`config.mk`:
```
export PLATFORM = sky130hd
export DESIGN_NAME = sbadj_div
export DESIGN_NICKNAME = d
export VERILOG_FILES = /design/src/saturation_brightness_adjust_assert.svh /design/src/sbadj_pkg.sv /design/src/sbadj_div.sv
export SDC_FILE = /design/constraint.sdc
export NUM_CORES = 1
export LEC_CHECK = 0
export BUFFER_PORTS_ARGS = -buffer_cell sky130_fd_sc_hd__buf_4
export CAP_MARGIN = 0
export CORE_MARGIN = 3
export CORE_UTILIZATION = 29
export CTS_BUF_LIST = sky130_fd_sc_hd__clkbuf_2 sky130_fd_sc_hd__clkbuf_4 sky130_fd_sc_hd__clkbuf_8
export CTS_CLUSTER_DIAMETER = 100
export DETAILED_ROUTE_END_ITERATION = 6
export PLACE_DENSITY = 0.42
export SYNTH_ARGS = -nofsm -noshare
export SYNTH_HDL_FRONTEND = slang
export SYNTH_SLANG_ARGS = --single-unit
```
`constraint.sdc`:
```
create_clock -name clock -period 21.8 [get_ports clock]
set_input_delay 2.18 -clock clock [delete_from_list [all_inputs] [get_ports clock]]
set_output_delay 2.18 -clock clock [all_outputs]
set_load 0.01 [all_outputs]
```
`src/saturation_brightness_adjust_assert.svh`:
```
// assertion macros for the saturation and brightness adjust block
// used by the top level only, needs signals clock and reset in scope
`ifndef SATURATION_BRIGHTNESS_ADJUST_ASSERT_SVH
`define SATURATION_BRIGHTNESS_ADJUST_ASSERT_SVH

// same-cycle implication
`define SBADJ_ASSERT_NOW(label, cond, expr) \
   label: assert property (@(posedge clock) disable iff (reset) (cond) |-> (expr)) \
      else $error("sbadj assertion failed");

// next-cycle implication
`define SBADJ_ASSERT_NEXT(label, cond, expr) \
   label: assert property (@(posedge clock) disable iff (reset) (cond) |=> (expr)) \
      else $error("sbadj assertion failed");

`endif

```
`src/sbadj_pkg.sv`:
```
// shared types and constants for the saturation and brightness adjust block
// no dependencies
package sbadj_pkg;

   localparam int CHANNEL_BITS    = 16;
   localparam int GAIN_BITS       = 16;
   localparam int GAIN_FRAC_BITS  = 12;
   localparam int HUE_FRAC_BITS   = 16;
   localparam int STEPS_PER_STAGE = 4;
   localparam int DIV_ITERS       = (HUE_FRAC_BITS > CHANNEL_BITS) ? HUE_FRAC_BITS
                                                                   : CHANNEL_BITS;
   localparam int POS_BITS        = HUE_FRAC_BITS + 3;
   localparam int ADDR_BITS       = 3;

   localparam logic [CHANNEL_BITS-1:0] CH_ONE   = '1;
   localparam logic [GAIN_BITS-1:0]    GAIN_ONE = GAIN_BITS'(1 << GAIN_FRAC_BITS);

   localparam logic REG_SAT_GAIN    = 1'b0;
   localparam logic REG_BRIGHT_GAIN = 1'b1;

   localparam logic [2:0] SEC_RED     = 3'd0;
   localparam logic [2:0] SEC_YELLOW  = 3'd1;
   localparam logic [2:0] SEC_GREEN   = 3'd2;
   localparam logic [2:0] SEC_CYAN    = 3'd3;
   localparam logic [2:0] SEC_BLUE    = 3'd4;

   typedef enum logic [2:0] {
      BASE_R_UP,
      BASE_R_DOWN,
      BASE_G_UP,
      BASE_G_DOWN,
      BASE_B_UP,
      BASE_B_DOWN
   } hue_base_type;

   typedef struct packed {
      logic [CHANNEL_BITS-1:0] red_in;
      logic [CHANNEL_BITS-1:0] green_in;
      logic [CHANNEL_BITS-1:0] blue_in;
   } pixel_type;

   typedef struct packed {
      logic [CHANNEL_BITS-1:0] red_out;
      logic [CHANNEL_BITS-1:0] green_out;
      logic [CHANNEL_BITS-1:0] blue_out;
   } result_type;

   typedef struct packed {
      logic [CHANNEL_BITS-1:0] mx;
      logic [CHANNEL_BITS-1:0] delta;
      hue_base_type            base;
      logic                    gray;
      logic                    hue_full;
      logic                    sat_full;
   } side_type;

   typedef struct packed {
      logic [CHANNEL_BITS-1:0] hue_num;
      logic [CHANNEL_BITS-1:0] sat_num;
      side_type                side;
   } front_type;

endpackage

```
`src/sbadj_div.sv`:
```
// pipelined restoring divider, up to STEPS quotient bits per stage
// depends on sbadj_pkg; numerator must be below the divisor
module sbadj_div #(
   parameter int WIDTH  = sbadj_pkg::CHANNEL_BITS,
   parameter int ITERS  = sbadj_pkg::DIV_ITERS,
   parameter int STEPS  = sbadj_pkg::STEPS_PER_STAGE,
   parameter int STAGES = (sbadj_pkg::DIV_ITERS + sbadj_pkg::STEPS_PER_STAGE - 1)
                          / sbadj_pkg::STEPS_PER_STAGE
) (
   input  logic             clock,
   input  logic             advance,
   input  logic [WIDTH-1:0] num_in,
   input  logic [WIDTH-1:0] den_in,
   output logic [ITERS-1:0] quo_out,
   output logic [WIDTH-1:0] rem_out
);
   import sbadj_pkg::*;

   logic [WIDTH-1:0] rem_ff [STAGES];
   logic [WIDTH-1:0] rem_in [STAGES];
   logic [ITERS-1:0] quo_ff [STAGES];
   logic [ITERS-1:0] quo_in [STAGES];
   logic [WIDTH-1:0] den_ff [STAGES];
   logic [WIDTH-1:0] src_rem [STAGES];
   logic [ITERS-1:0] src_quo [STAGES];
   logic [WIDTH-1:0] src_den [STAGES];

   for (genvar j = 0; j < STAGES; j++) begin : g_stage
      if (j == 0) begin : g_first
         assign src_rem[j] = num_in;
         assign src_quo[j] = '0;
         assign src_den[j] = den_in;
      end else begin : g_next
         assign src_rem[j] = rem_ff[j-1];
         assign src_quo[j] = quo_ff[j-1];
         assign src_den[j] = den_ff[j-1];
      end

      always_comb begin
         logic [WIDTH:0]   wide;
         logic [WIDTH-1:0] r;
         logic [ITERS-1:0] q;
         r = src_rem[j];
         q = src_quo[j];
         for (int s = 0; s < STEPS; s++) begin
            if (j * STEPS + s < ITERS) begin
               wide = {r, 1'b0};
               if (wide >= {1'b0, src_den[j]}) begin
                  wide = wide - {1'b0, src_den[j]};
                  q = {q[ITERS-2:0], 1'b1};
               end else begin
                  q = {q[ITERS-2:0], 1'b0};
               end
               r = wide[WIDTH-1:0];
            end
         end
         rem_in[j] = r;
         quo_in[j] = q;
      end

      always_ff @(posedge clock) begin
         if (advance) begin
            rem_ff[j] <= rem_in[j];
            quo_ff[j] <= quo_in[j];
            den_ff[j] <= src_den[j];
         end
      end
   end

   assign quo_out = quo_ff[STAGES-1];
   assign rem_out = rem_ff[STAGES-1];

endmodule

```
==> Yosys cells after proc, flatten, opt, wreduce, memory -nomap -nowiden <==
Memory sizes are Yosys's and may differ from the RTL's.
Index checks and enable logic that the tools add are counted.
{ "op_classes": {"addsub": 16, "magnitude_cmp": 16, "mux": 34} }
{ "op_table": {"columns": ["op", "count"], "rows": [
  ["$ge A17 B16 Y1", 16],
  ["$mux W16", 16],
  ["$sub A16 B16 Y16", 16],
  ["$mux W1", 18]
]} }
{ "word_totals": {"reg_bits": 0, "ram_bits": 192, "out_inout_bits": 32, "word_cells": 69, "n_memories": 3} }
{ "mem_list": {"columns": ["name", "words", "width", "rd", "rd_ports_with_merged_regs", "wr", "line_no", "source"], "rows": [
  ["den_ff", 4, 16, 3, 0, 4, "sbadj_div.sv:23", "logic [WIDTH-1:0] den_ff [STAGES];"],
  ["quo_ff", 4, 16, 4, 0, 4, "sbadj_div.sv:21", "logic [ITERS-1:0] quo_ff [STAGES];"],
  ["rem_ff", 4, 16, 4, 0, 4, "sbadj_div.sv:19", "logic [WIDTH-1:0] rem_ff [STAGES];"]
]} }

==> Longest topological paths before layout <==
Gate-level depths: netlist of run 1.
An unclocked memory read counts as a cell.
{ "logic_depth": {"word_depth": 9, "ltp_mapped": 48, "mapped_depth_nobuf": 43} }

==> Worst setup path before layout of run 1 <==
No wires, ideal clock.
{ "synth_timing": {"path_type": "input to register", "startpoint": "input den_in[3]", "endpoint": "memory rem_ff[0][10] (netlist name) (data pin)", "setup_time_ns": 0.260, "t_arrival_ns": 11.344, "required_ns": 21.540, "slack_ns": 10.197, "stages": 41, "path_buffers": 3, "cell_sequence": "inv_1 ha_1 a21o_1 a21oi_1 o21ai_1 a211o_1 o2111a_1 nor2_4 clkinv_1 mux2_2 ha_1 a21o_1 a21o_1 or3_1 o211ai_2 nor2_1 o21ai_1 o211a_4 [5 not listed] a21oi_1 a2111oi_0 o31ai_1 a21oi_1 nand2_1 nand3_2 buf_6 mux2_2 ha_1 a21oi_1 nor2b_1 or4_1 a211oi_1 nor3_1 or2_2 a21oi_2 buf_4 mux2_2"} }
{ "synth_lines": {"columns": ["item", "line_no", "source"], "rows": [
  ["from (decl)", "sbadj_div.sv:13", "input logic [WIDTH-1:0] den_in,"],
  ["to (decl)", "sbadj_div.sv:19", null]
]} }

==> results of run 1 <==
## metal layers
metal	GRT usage (%)	up-vias	routed length (um)	part of all wire, %
li1	-	8156	-	-
met1	22.57	7636	28000	49
met2	26.48	325	26300	46
met3	2.776	66	2119	3.7
met4	4.619	2	1224	2.1
met5	0	-	17	0.029
## registers in the layout (all words and copies together), names as in the netlist
signal and flops:
quo_ff 40, den_ff 48, rem_ff 64
## Yosys cell counts (all sizes together) (44+ instances only)
| cell | count |
|---|---|
| o21ai | 118 |
| xnor2 | 121 |
| mux2 | 153 |
| xor2 | 74 |
| nand2 | 123 |
| a21o | 95 |
| nor2 | 152 |
| edfxtp | 152 |
| ha | 244 |
| inv | 125 |
| a21oi | 194 |
| nor3 | 44 |
## per-stage QoR
stage	setup slack (ns)	cell area, um2	instances
CTS	8.487	20970	3053
floorplan	10.20	19150	2131
global placement	8.248	20540	3021
global route	7.507	20970	3054
detailed placement	7.920	20540	3021
finish	8.424	20970	3054
## layout by cell type (no fill, tap or decap), types with 5 or more instances in the layout
cell type                   Yosys  layout
sky130_fd_sc_hd__a211o_1        7       7
sky130_fd_sc_hd__a211oi_1      19      19
sky130_fd_sc_hd__a21boi_0       7       7
sky130_fd_sc_hd__a21o_1        95      95
sky130_fd_sc_hd__a21oi_1      189     189
sky130_fd_sc_hd__a21oi_2        5       5
sky130_fd_sc_hd__a31o_2         9       9
sky130_fd_sc_hd__a31oi_1       23      23
sky130_fd_sc_hd__and2_1        22      22
sky130_fd_sc_hd__and3_1        15      15
sky130_fd_sc_hd__and4_1        11      11
sky130_fd_sc_hd__buf_4          5      68
sky130_fd_sc_hd__clkbuf_8       0      17
sky130_fd_sc_hd__edfxtp_1     152     152
sky130_fd_sc_hd__ha_1         244     244
sky130_fd_sc_hd__inv_1        121     121
sky130_fd_sc_hd__mux2_2       137     137
sky130_fd_sc_hd__mux2_4        14      14
sky130_fd_sc_hd__mux2i_1       14      14
sky130_fd_sc_hd__nand2_1      122     122
sky130_fd_sc_hd__nand2b_1      24      24
sky130_fd_sc_hd__nand3_1       40      40
sky130_fd_sc_hd__nand4_1       26      26
sky130_fd_sc_hd__nor2_1       151     151
sky130_fd_sc_hd__nor2b_1       30      30
sky130_fd_sc_hd__nor3_1        43      43
sky130_fd_sc_hd__nor3b_1        6       6
sky130_fd_sc_hd__nor4_1         6       6
sky130_fd_sc_hd__o2111ai_1      7       7
sky130_fd_sc_hd__o211ai_1      13      13
sky130_fd_sc_hd__o21a_1        40      40
sky130_fd_sc_hd__o21ai_0      112     112
sky130_fd_sc_hd__o21ai_1        6       6
sky130_fd_sc_hd__o21bai_1      32      32
sky130_fd_sc_hd__o31ai_1       18      18
sky130_fd_sc_hd__o41ai_1        5       5
sky130_fd_sc_hd__or2_2         13      13
sky130_fd_sc_hd__or3_1         19      19
sky130_fd_sc_hd__xnor2_1      121     121
sky130_fd_sc_hd__xor2_1        74      74
## worst max-delay path by stage
stage / from / endpoint / slack [ns] / depth (start not counted)
after CTS: den_in[3] / rem_ff[0][13] / 8.49 / 39
after global placement: den_in[3] / rem_ff[0][3] / 8.25 / 39
after global routing: den_in[3] / rem_ff[0][13] / 7.51 / 40
after detailed placement: den_in[3] / rem_ff[0][13] / 7.92 / 39
after floorplan: den_in[3] / rem_ff[0][10] / 10.20 / 41
final: den_in[3] / rem_ff[0][13] / 8.42 / 39
## final cells by class
class                           instances  area share (%)
Tap cell                              855           5.102
Clock inverter                         15          0.9130
Timing Repair Buffer                   69           2.488
Multi-Input combinational cell       1819           66.34
Clock buffer                           17           1.116
Inverter                              126           2.256
Sequential cell                       152           21.77
Antenna cell                            1         0.01193
## cells by family after synthesis
kind of cell / count (synthesis)
fa+ha+maj: 248
xor+xnor: 195
flops: 152
mux: 168
buf+inv: 160
compound gates: 656
simple gates: 552
==> flow_summary.html, run 1 <==
<table>
<tr><th>Metric</th><th>Value</th></tr>
<tr><th colspan="2">Run status</th></tr>
<tr><td>Outcome</td><td>finished clean</td></tr>
<tr><th colspan="2">Global route</th></tr>
<tr><td>Global-route congestion overflow total</td><td>0</td></tr>
<tr><td>First-pass GRT wire length</td><td>90000 um</td></tr>
<tr><td>Via count of the first global-routing pass</td><td>15640</td></tr>
<tr><td>Pin count of the biggest net entering global routing</td><td>91</td></tr>
<tr><td>Antenna violations before repair</td><td>4</td></tr>
<tr><td>Global routing usage summed across all routing layers</td><td>16.42%</td></tr>
<tr><th colspan="2">Worst setup path</th></tr>
<tr><td>Kind of capture point of the worst setup path</td><td>flip-flop</td></tr>
<tr><td>Critical path startpoint category</td><td>input port</td></tr>
<tr><td>Classification of the worst setup path</td><td>input port to flip-flop</td></tr>
<tr><td>Slowest cell on the critical path</td><td>sky130_fd_sc_hd__a2111oi_0</td></tr>
<tr><td>CP max stage delay</td><td>1.05 ns</td></tr>
<tr><td>Depth of the most critical reg-to-reg path</td><td>37</td></tr>
<tr><td>Register-to-register setup slack</td><td>9.46 ns</td></tr>
<tr><td>Crit path buffers/inverters</td><td>4</td></tr>
<tr><td>Highest fanout seen on the critical path</td><td>18</td></tr>
<tr><td>RR Endpoint</td><td>rem_ff[2][5]</td></tr>
<tr><td>Data required, critical path</td><td>22.09 ns</td></tr>
<tr><td>Arrival time at the worst endpoint</td><td>13.66 ns</td></tr>
<tr><td>Startpoint of the worst-slack reg-to-reg timing path</td><td>den_ff[1][1]</td></tr>
<tr><td>Family with the most delay on the worst path</td><td>compound AO/OA/AOI/OAI gates</td></tr>
<tr><th colspan="2">Min path</th></tr>
<tr><td>Cell depth of the worst hold path</td><td>0</td></tr>
<tr><td>Sink of the worst hold path</td><td>quo_ff[3][13]</td></tr>
<tr><td>Start point of the worst hold path</td><td>quo_ff[2][9]</td></tr>
<tr><td>Classification of the worst-slack hold path</td><td>flip-flop to flip-flop</td></tr>
<tr><th colspan="2">Clock tree</th></tr>
<tr><td>Resize count post-CTS</td><td>0</td></tr>
<tr><td>Clock transition time at the flip-flop clock pins of the worst setup and hold paths</td><td>0.09 ns</td></tr>
<tr><td>Total clock buffers created by CTS</td><td>17</td></tr>
<tr><td>Setup repair bufs after CTS</td><td>0</td></tr>
<tr><td>Clock network latency to the later pin of the worst-skew pair</td><td>0.55 ns</td></tr>
<tr><td>CTS tree</td><td>yes</td></tr>
<tr><td>Number of buffers inserted by hold repair at cts</td><td>0</td></tr>
<tr><td>Num Clock Sinks</td><td>152</td></tr>
<tr><td>Number of H-tree levels</td><td>4</td></tr>
<tr><td>CTS Root Buffer Type</td><td>sky130_fd_sc_hd__clkbuf_8</td></tr>
<tr><td>Number of buffers between clock root and the deepest sink</td><td>2</td></tr>
<tr><th colspan="2">Timing</th></tr>
<tr><td>Worst hold slack across all endpoints</td><td>0.4193 ns</td></tr>
<tr><td>Worst-margin pin slew</td><td>1.227 ns</td></tr>
<tr><td>Crit share post-route</td><td>61.36%</td></tr>
<tr><td>Fmax achieved</td><td>74.76 MHz</td></tr>
<tr><td>Setup TNS Final</td><td>0 ns</td></tr>
<tr><td>Final period demand of the worst path</td><td>13.38 ns</td></tr>
<tr><td>Number of hold-slack violations in the final timing report</td><td>0</td></tr>
<tr><td>Worst setup skew after layout</td><td>0.02173 ns</td></tr>
<tr><td>Number of failing setup endpoints in the final timing report</td><td>0</td></tr>
<tr><td>Unrepaired setup endpoints after global routing</td><td>false</td></tr>
<tr><td>Headroom to the max-slew limit</td><td>16.11%</td></tr>
<tr><td>Pins Over Slew Limit</td><td>0</td></tr>
<tr><th colspan="2">Finish</th></tr>
<tr><td>Fill cell total of the finished layout</td><td>6787</td></tr>
<tr><td>Final cell utilization of the core</td><td>32.29%</td></tr>
<tr><td>FF+latch area</td><td>4564 um2</td></tr>
<tr><td>Fraction of final layout cells sized beyond drive strength 1</td><td>14.10%</td></tr>
<tr><td>Number of nets in the finished design</td><td>2467</td></tr>
<tr><td>Area growth from synthesis to final layout</td><td>9.494%</td></tr>
<tr><td>Multi-input combinational cell area</td><td>13910 um2</td></tr>
<tr><th colspan="2">Route</th></tr>
<tr><td>Number of design-rule violations left by the first detailed-router iteration</td><td>1051</td></tr>
<tr><td>Average via count per standard cell</td><td>5.300</td></tr>
<tr><td>Remaining antenna violation count</td><td>0</td></tr>
<tr><td>Remaining routing DRC violations</td><td>0</td></tr>
<tr><td>WL/cell</td><td>18.88 um</td></tr>
<tr><td>Drt total wl</td><td>57660 um</td></tr>
<tr><td>1st-pass router iterations</td><td>5</td></tr>
<tr><td>Vias after detailed routing</td><td>16190</td></tr>
<tr><th colspan="2">Synthesis</th></tr>
<tr><td>EDFF count, synth</td><td>152</td></tr>
<tr><td>Cell Area, Synth</td><td>19150 um2</td></tr>
<tr><td>Share of async-settable or async-resettable flops after synthesis</td><td>0%</td></tr>
<tr><td>Xor and xnor fraction of the mapped netlist area</td><td>8.919%</td></tr>
<tr><td>Post-synthesis instance total</td><td>2131</td></tr>
<tr><td>Register bit count reported by yosys</td><td>152</td></tr>
<tr><td>Combinational family with the most area after synthesis</td><td>compound AO/OA/AOI/OAI gates</td></tr>
<tr><td>Adder and majority gate portion of the synthesized area</td><td>16.36%</td></tr>
<tr><td>Average cell area after synthesis</td><td>8.986 um2</td></tr>
<tr><td>Synthesized Nets</td><td>2413</td></tr>
<tr><td>Count of warnings emitted by yosys</td><td>0</td></tr>
<tr><td>Number of different library cells in the post-synthesis netlist</td><td>98</td></tr>
<tr><td>Multiplexer share of the synthesized area</td><td>10.12%</td></tr>
<tr><td>Simple-Gate Fraction of Synth Area</td><td>14.37%</td></tr>
<tr><td>Cell types occupying the most area after synthesis</td><td>sky130_fd_sc_hd__edfxtp_1, sky130_fd_sc_hd__ha_1, sky130_fd_sc_hd__mux2_2</td></tr>
<tr><td>Complex-gate fraction of the synthesized area</td><td>22.87%</td></tr>
<tr><td>Cell type contributing the most total cell area after synthesis</td><td>sky130_fd_sc_hd__edfxtp_1</td></tr>
<tr><td>Register area share after synthesis</td><td>23.84%</td></tr>
<tr><td>Area share of the leading cell type in the synthesized netlist</td><td>23.84%</td></tr>
<tr><td>Predominant post-synthesis flop cell</td><td>sky130_fd_sc_hd__edfxtp_1</td></tr>
<tr><th colspan="2">Job</th></tr>
<tr><td>MaxCap Viol Count</td><td>0</td></tr>
<tr><th colspan="2">Floorplan</th></tr>
<tr><td>Die Area</td><td>69150 um2</td></tr>
<tr><td>Height of the die</td><td>263.0 um</td></tr>
<tr><td>Row cnt</td><td>93</td></tr>
<tr><td>Starting Density</td><td>29.49%</td></tr>
<tr><td>Core Footprint</td><td>64930 um2</td></tr>
<tr><td>I/O pin count</td><td>66</td></tr>
<tr><td>Horizontal extent of the die</td><td>263.0 um</td></tr>
<tr><th colspan="2">Placed design</th></tr>
<tr><td>Weighted congestion reported at the end of routability-driven placement</td><td>0.8683</td></tr>
<tr><td>Port bufs</td><td>65</td></tr>
<tr><td>Post-detail-place hpwl</td><td>46430 um</td></tr>
</table>
Power of run 1 is left out: the tool's default activity adds up to more than one toggle a clock period on the data nets, which glitch-free logic cannot reach.
==> run 2: changes to the inputs <==
Settings changed: PLACE_DENSITY 0.42 to 0.44.
Clock period 21.8 ns to 12 ns, I/O delays scaled along.
==> run 2 against run 1 <==
Global-route usage about the same. Die area unchanged. Via count about the same. Final area up 0.74%. Non-clock buffer count up 17. Worst hold slack better by 0.0040 ns. Wire length up 0.33%. Sequential share of layout area down 0.16 points. Critical path type is now flip-flop to flip-flop. Largest cell class unchanged.
==> flow_summary.html, run 2 (synthesis results as in run 1) <==
<table>
<tr><th>Metric</th><th>Value</th></tr>
<tr><th colspan="2">Run status</th></tr>
<tr><td>Outcome</td><td>finished clean (unchanged)</td></tr>
<tr><th colspan="2">Clock tree</th></tr>
<tr><td>Num Clock Sinks</td><td>152 (unchanged)</td></tr>
<tr><td>Setup repair bufs after CTS</td><td>0 (unchanged)</td></tr>
<tr><td>CTS tree</td><td>yes (unchanged)</td></tr>
<tr><td>Number of buffers between clock root and the deepest sink</td><td>2 (unchanged)</td></tr>
<tr><td>CTS Root Buffer Type</td><td>sky130_fd_sc_hd__clkbuf_8 (unchanged)</td></tr>
<tr><td>Total clock buffers created by CTS</td><td>17 (unchanged)</td></tr>
<tr><td>Clock transition time at the flip-flop clock pins of the worst setup and hold paths</td><td>0.10 ns (was 0.09 ns)</td></tr>
<tr><td>Number of H-tree levels</td><td>4 (unchanged)</td></tr>
<tr><td>Clock network latency to the later pin of the worst-skew pair</td><td>0.55 ns (about the same)</td></tr>
<tr><th colspan="2">Route</th></tr>
<tr><td>Average via count per standard cell</td><td>5.267 (was 5.300)</td></tr>
<tr><td>WL/cell</td><td>18.84 um (was 18.88 um)</td></tr>
<tr><td>Vias after detailed routing</td><td>16170 (was 16190)</td></tr>
<tr><td>Drt total wl</td><td>57850 um (was 57660 um)</td></tr>
<tr><td>Remaining antenna violation count</td><td>0 (unchanged)</td></tr>
<tr><td>Number of design-rule violations left by the first detailed-router iteration</td><td>1070 (was 1051)</td></tr>
<tr><td>Remaining routing DRC violations</td><td>0 (unchanged)</td></tr>
<tr><td>1st-pass router iterations</td><td>5 (unchanged)</td></tr>
<tr><th colspan="2">Timing</th></tr>
<tr><td>Fmax achieved</td><td>89.33 MHz</td></tr>
<tr><td>Crit share post-route</td><td>93.29%</td></tr>
<tr><td>Unrepaired setup endpoints after global routing</td><td>false (unchanged)</td></tr>
<tr><td>Number of failing setup endpoints in the final timing report</td><td>0 (unchanged)</td></tr>
<tr><td>Setup TNS Final</td><td>0 ns (unchanged)</td></tr>
<tr><td>Headroom to the max-slew limit</td><td>37.06% (was 16.11%)</td></tr>
<tr><td>Worst setup skew after layout</td><td>0.01639 ns (was 0.02173 ns)</td></tr>
<tr><td>Number of hold-slack violations in the final timing report</td><td>0 (unchanged)</td></tr>
<tr><td>Final period demand of the worst path</td><td>11.19 ns</td></tr>
<tr><td>Pins Over Slew Limit</td><td>0 (unchanged)</td></tr>
<tr><td>Worst-margin pin slew</td><td>0.9441 ns (was 1.227 ns)</td></tr>
<tr><th colspan="2">Finish</th></tr>
<tr><td>Number of nets in the finished design</td><td>2484 (was 2467)</td></tr>
<tr><td>Fill cell total of the finished layout</td><td>6786 (was 6787)</td></tr>
<tr><td>Most used cells in the layout excluding fill and tap cells</td><td>sky130_fd_sc_hd__ha_1, sky130_fd_sc_hd__a21oi_1, sky130_fd_sc_hd__edfxtp_1, sky130_fd_sc_hd__nor2_1, sky130_fd_sc_hd__mux2_2 (unchanged)</td></tr>
<tr><td>Fraction of final layout cells sized beyond drive strength 1</td><td>14.94% (was 14.10%)</td></tr>
<tr><td>Max reg flops</td><td>64 (unchanged)</td></tr>
<tr><td>FF+latch area</td><td>4564 um2 (unchanged)</td></tr>
<tr><td>Commonest non-fill, non-tap cell in the layout</td><td>sky130_fd_sc_hd__ha_1 (unchanged)</td></tr>
<tr><td>Register name with the most flops</td><td>rem_ff (unchanged)</td></tr>
<tr><td>Multi-input combinational cell area</td><td>13940 um2 (was 13910 um2)</td></tr>
<tr><td>Non-filler cells in the finished layout</td><td>3071 (was 3054)</td></tr>
<tr><td>Top Registers</td><td>rem_ff: 64 flops, den_ff: 48 flops, quo_ff: 40 flops (unchanged)</td></tr>
<tr><td>Area growth from synthesis to final layout</td><td>10.30% (was 9.494%)</td></tr>
<tr><th colspan="2">Floorplan</th></tr>
<tr><td>Height of the die</td><td>263.0 um (unchanged)</td></tr>
<tr><td>I/O pin count</td><td>66 (unchanged)</td></tr>
<tr><td>Die Area</td><td>69150 um2 (unchanged)</td></tr>
<tr><td>Core Footprint</td><td>64930 um2 (unchanged)</td></tr>
<tr><td>Row cnt</td><td>93 (unchanged)</td></tr>
<tr><td>Starting Density</td><td>29.49% (unchanged)</td></tr>
<tr><td>Horizontal extent of the die</td><td>263.0 um (unchanged)</td></tr>
<tr><th colspan="2">Global route</th></tr>
<tr><td>Pin count of the biggest net entering global routing</td><td>85 (was 91)</td></tr>
<tr><td>First-pass GRT wire length</td><td>89800 um (was 90000 um)</td></tr>
<tr><td>Global-route congestion overflow total</td><td>0 (unchanged)</td></tr>
<tr><td>Global routing usage summed across all routing layers</td><td>16.43% (was 16.42%)</td></tr>
<tr><td>Via count of the first global-routing pass</td><td>15800 (was 15640)</td></tr>
<tr><td>Antenna violations before repair</td><td>1 (was 4)</td></tr>
<tr><th colspan="2">Worst setup path</th></tr>
<tr><td>Arrival time at the worst endpoint</td><td>11.49 ns (was 13.66 ns)</td></tr>
<tr><td>Highest fanout seen on the critical path</td><td>19 (was 18)</td></tr>
<tr><td>Data required, critical path</td><td>12.30 ns (was 22.09 ns)</td></tr>
<tr><td>RR Endpoint</td><td>rem_ff[2][2] (was rem_ff[2][5])</td></tr>
<tr><td>Slowest cell on the critical path</td><td>sky130_fd_sc_hd__o31ai_1 (was sky130_fd_sc_hd__a2111oi_0)</td></tr>
<tr><td>Kind of capture point of the worst setup path</td><td>flip-flop (unchanged)</td></tr>
<tr><td>Classification of the worst setup path</td><td>flip-flop to flip-flop (was input port to flip-flop)</td></tr>
<tr><td>CP max stage delay</td><td>0.50 ns (was 1.05 ns)</td></tr>
<tr><td>Critical path startpoint category</td><td>flip-flop (was input port)</td></tr>
<tr><td>Startpoint of the worst-slack reg-to-reg timing path</td><td>den_ff[1][1] (unchanged)</td></tr>
<tr><td>Register-to-register setup slack</td><td>0.81 ns (was 9.46 ns)</td></tr>
<tr><td>Depth of the most critical reg-to-reg path</td><td>37 (unchanged)</td></tr>
<tr><th colspan="2">Placed design</th></tr>
<tr><td>Post-detail-place hpwl</td><td>46570 um (was 46430 um)</td></tr>
<tr><td>Port bufs</td><td>65 (unchanged)</td></tr>
<tr><td>Weighted congestion reported at the end of routability-driven placement</td><td>0.8738 (was 0.8683)</td></tr>
<tr><td>Cell Count Post-Placement</td><td>3038 (was 3021)</td></tr>
<tr><th colspan="2">Min path</th></tr>
<tr><td>Sink of the worst hold path</td><td>quo_ff[2][9] (was quo_ff[3][13])</td></tr>
<tr><td>Classification of the worst-slack hold path</td><td>flip-flop to flip-flop (unchanged)</td></tr>
<tr><td>Cell depth of the worst hold path</td><td>0 (unchanged)</td></tr>
<tr><td>Start point of the worst hold path</td><td>quo_ff[1][5] (was quo_ff[2][9])</td></tr>
<tr><th colspan="2">Job</th></tr>
<tr><td>MaxCap Viol Count</td><td>0 (unchanged)</td></tr>
</table>
[run 2: worst max-delay path by stage]
stage                             from             to  slack (ns)  cells past startpoint
final                     den_ff[1][1]   rem_ff[2][2]        0.81                     37
after global routing      den_ff[1][1]   rem_ff[2][5]       0.009                     37
after CTS                 den_ff[1][1]   rem_ff[2][3]        0.68                     37
after detailed placement     den_in[3]   rem_ff[0][7]        0.43                     42
after global placement       den_in[3]   rem_ff[0][1]        0.50                     42
after floorplan              den_in[3]  rem_ff[0][10]        1.38                     41
[run 2: area by class of cell]
cell class / instances / area share [%]
clock buffer: 17 / 1.108
sequential: 152 / 21.61
clock inverter: 15 / 0.8411
tap: 855 / 5.065
antenna: 1 / 0.01185
multi-input combinational: 1819 / 65.99
timing repair buffer: 86 / 3.134
inverter: 126 / 2.239
[run 2: critical path, delay by kind of cell, from the launching register on]
kind | cells | cell delay (ns)
buffers and inverters | 2 | 0.46
adders and majority gates | 4 | 1.24
muxes | 4 | 1.58
and+or+nand+nor | 10 | 2.22
AOI/OAI and AO/OA | 17 | 4.96
DFF | 1 | 0.45
[run 2: stage by stage]
stage	utilization, %	worst slack, ns	instance area [um2]	hold slack, ns
2_1_floorplan	-	1.377	19150	0.4003
3_3_place_gp	31.85	0.4967	20680	0.4026
3_5_place_dp	31.85	0.4300	20680	0.4045
4_1_cts	32.48	0.6830	21090	0.4207
5_1_grt	32.53	0.009339	21120	0.4366
6_report	32.53	0.8058	21120	0.4233
[run 2: repair_timing]
item	in CTS	in global routing
hold buffers	0	0
resized for setup	0	5
endpoints found under the setup margin	0	30
[run 2: routing by layer]
| metal | track usage [%] | up-vias | routed length, um |
|---|---|---|---|
| li1 | - | 8164 | - |
| met1 | 22.13 | 7683 | 28030 |
| met2 | 27.46 | 267 | 26960 |
| met3 | 2.393 | 60 | 1739 |
| met4 | 4.411 | 0 | 1126 |
| met5 | 0 | - | 0 |
Power of run 2 is left out for the same reason.
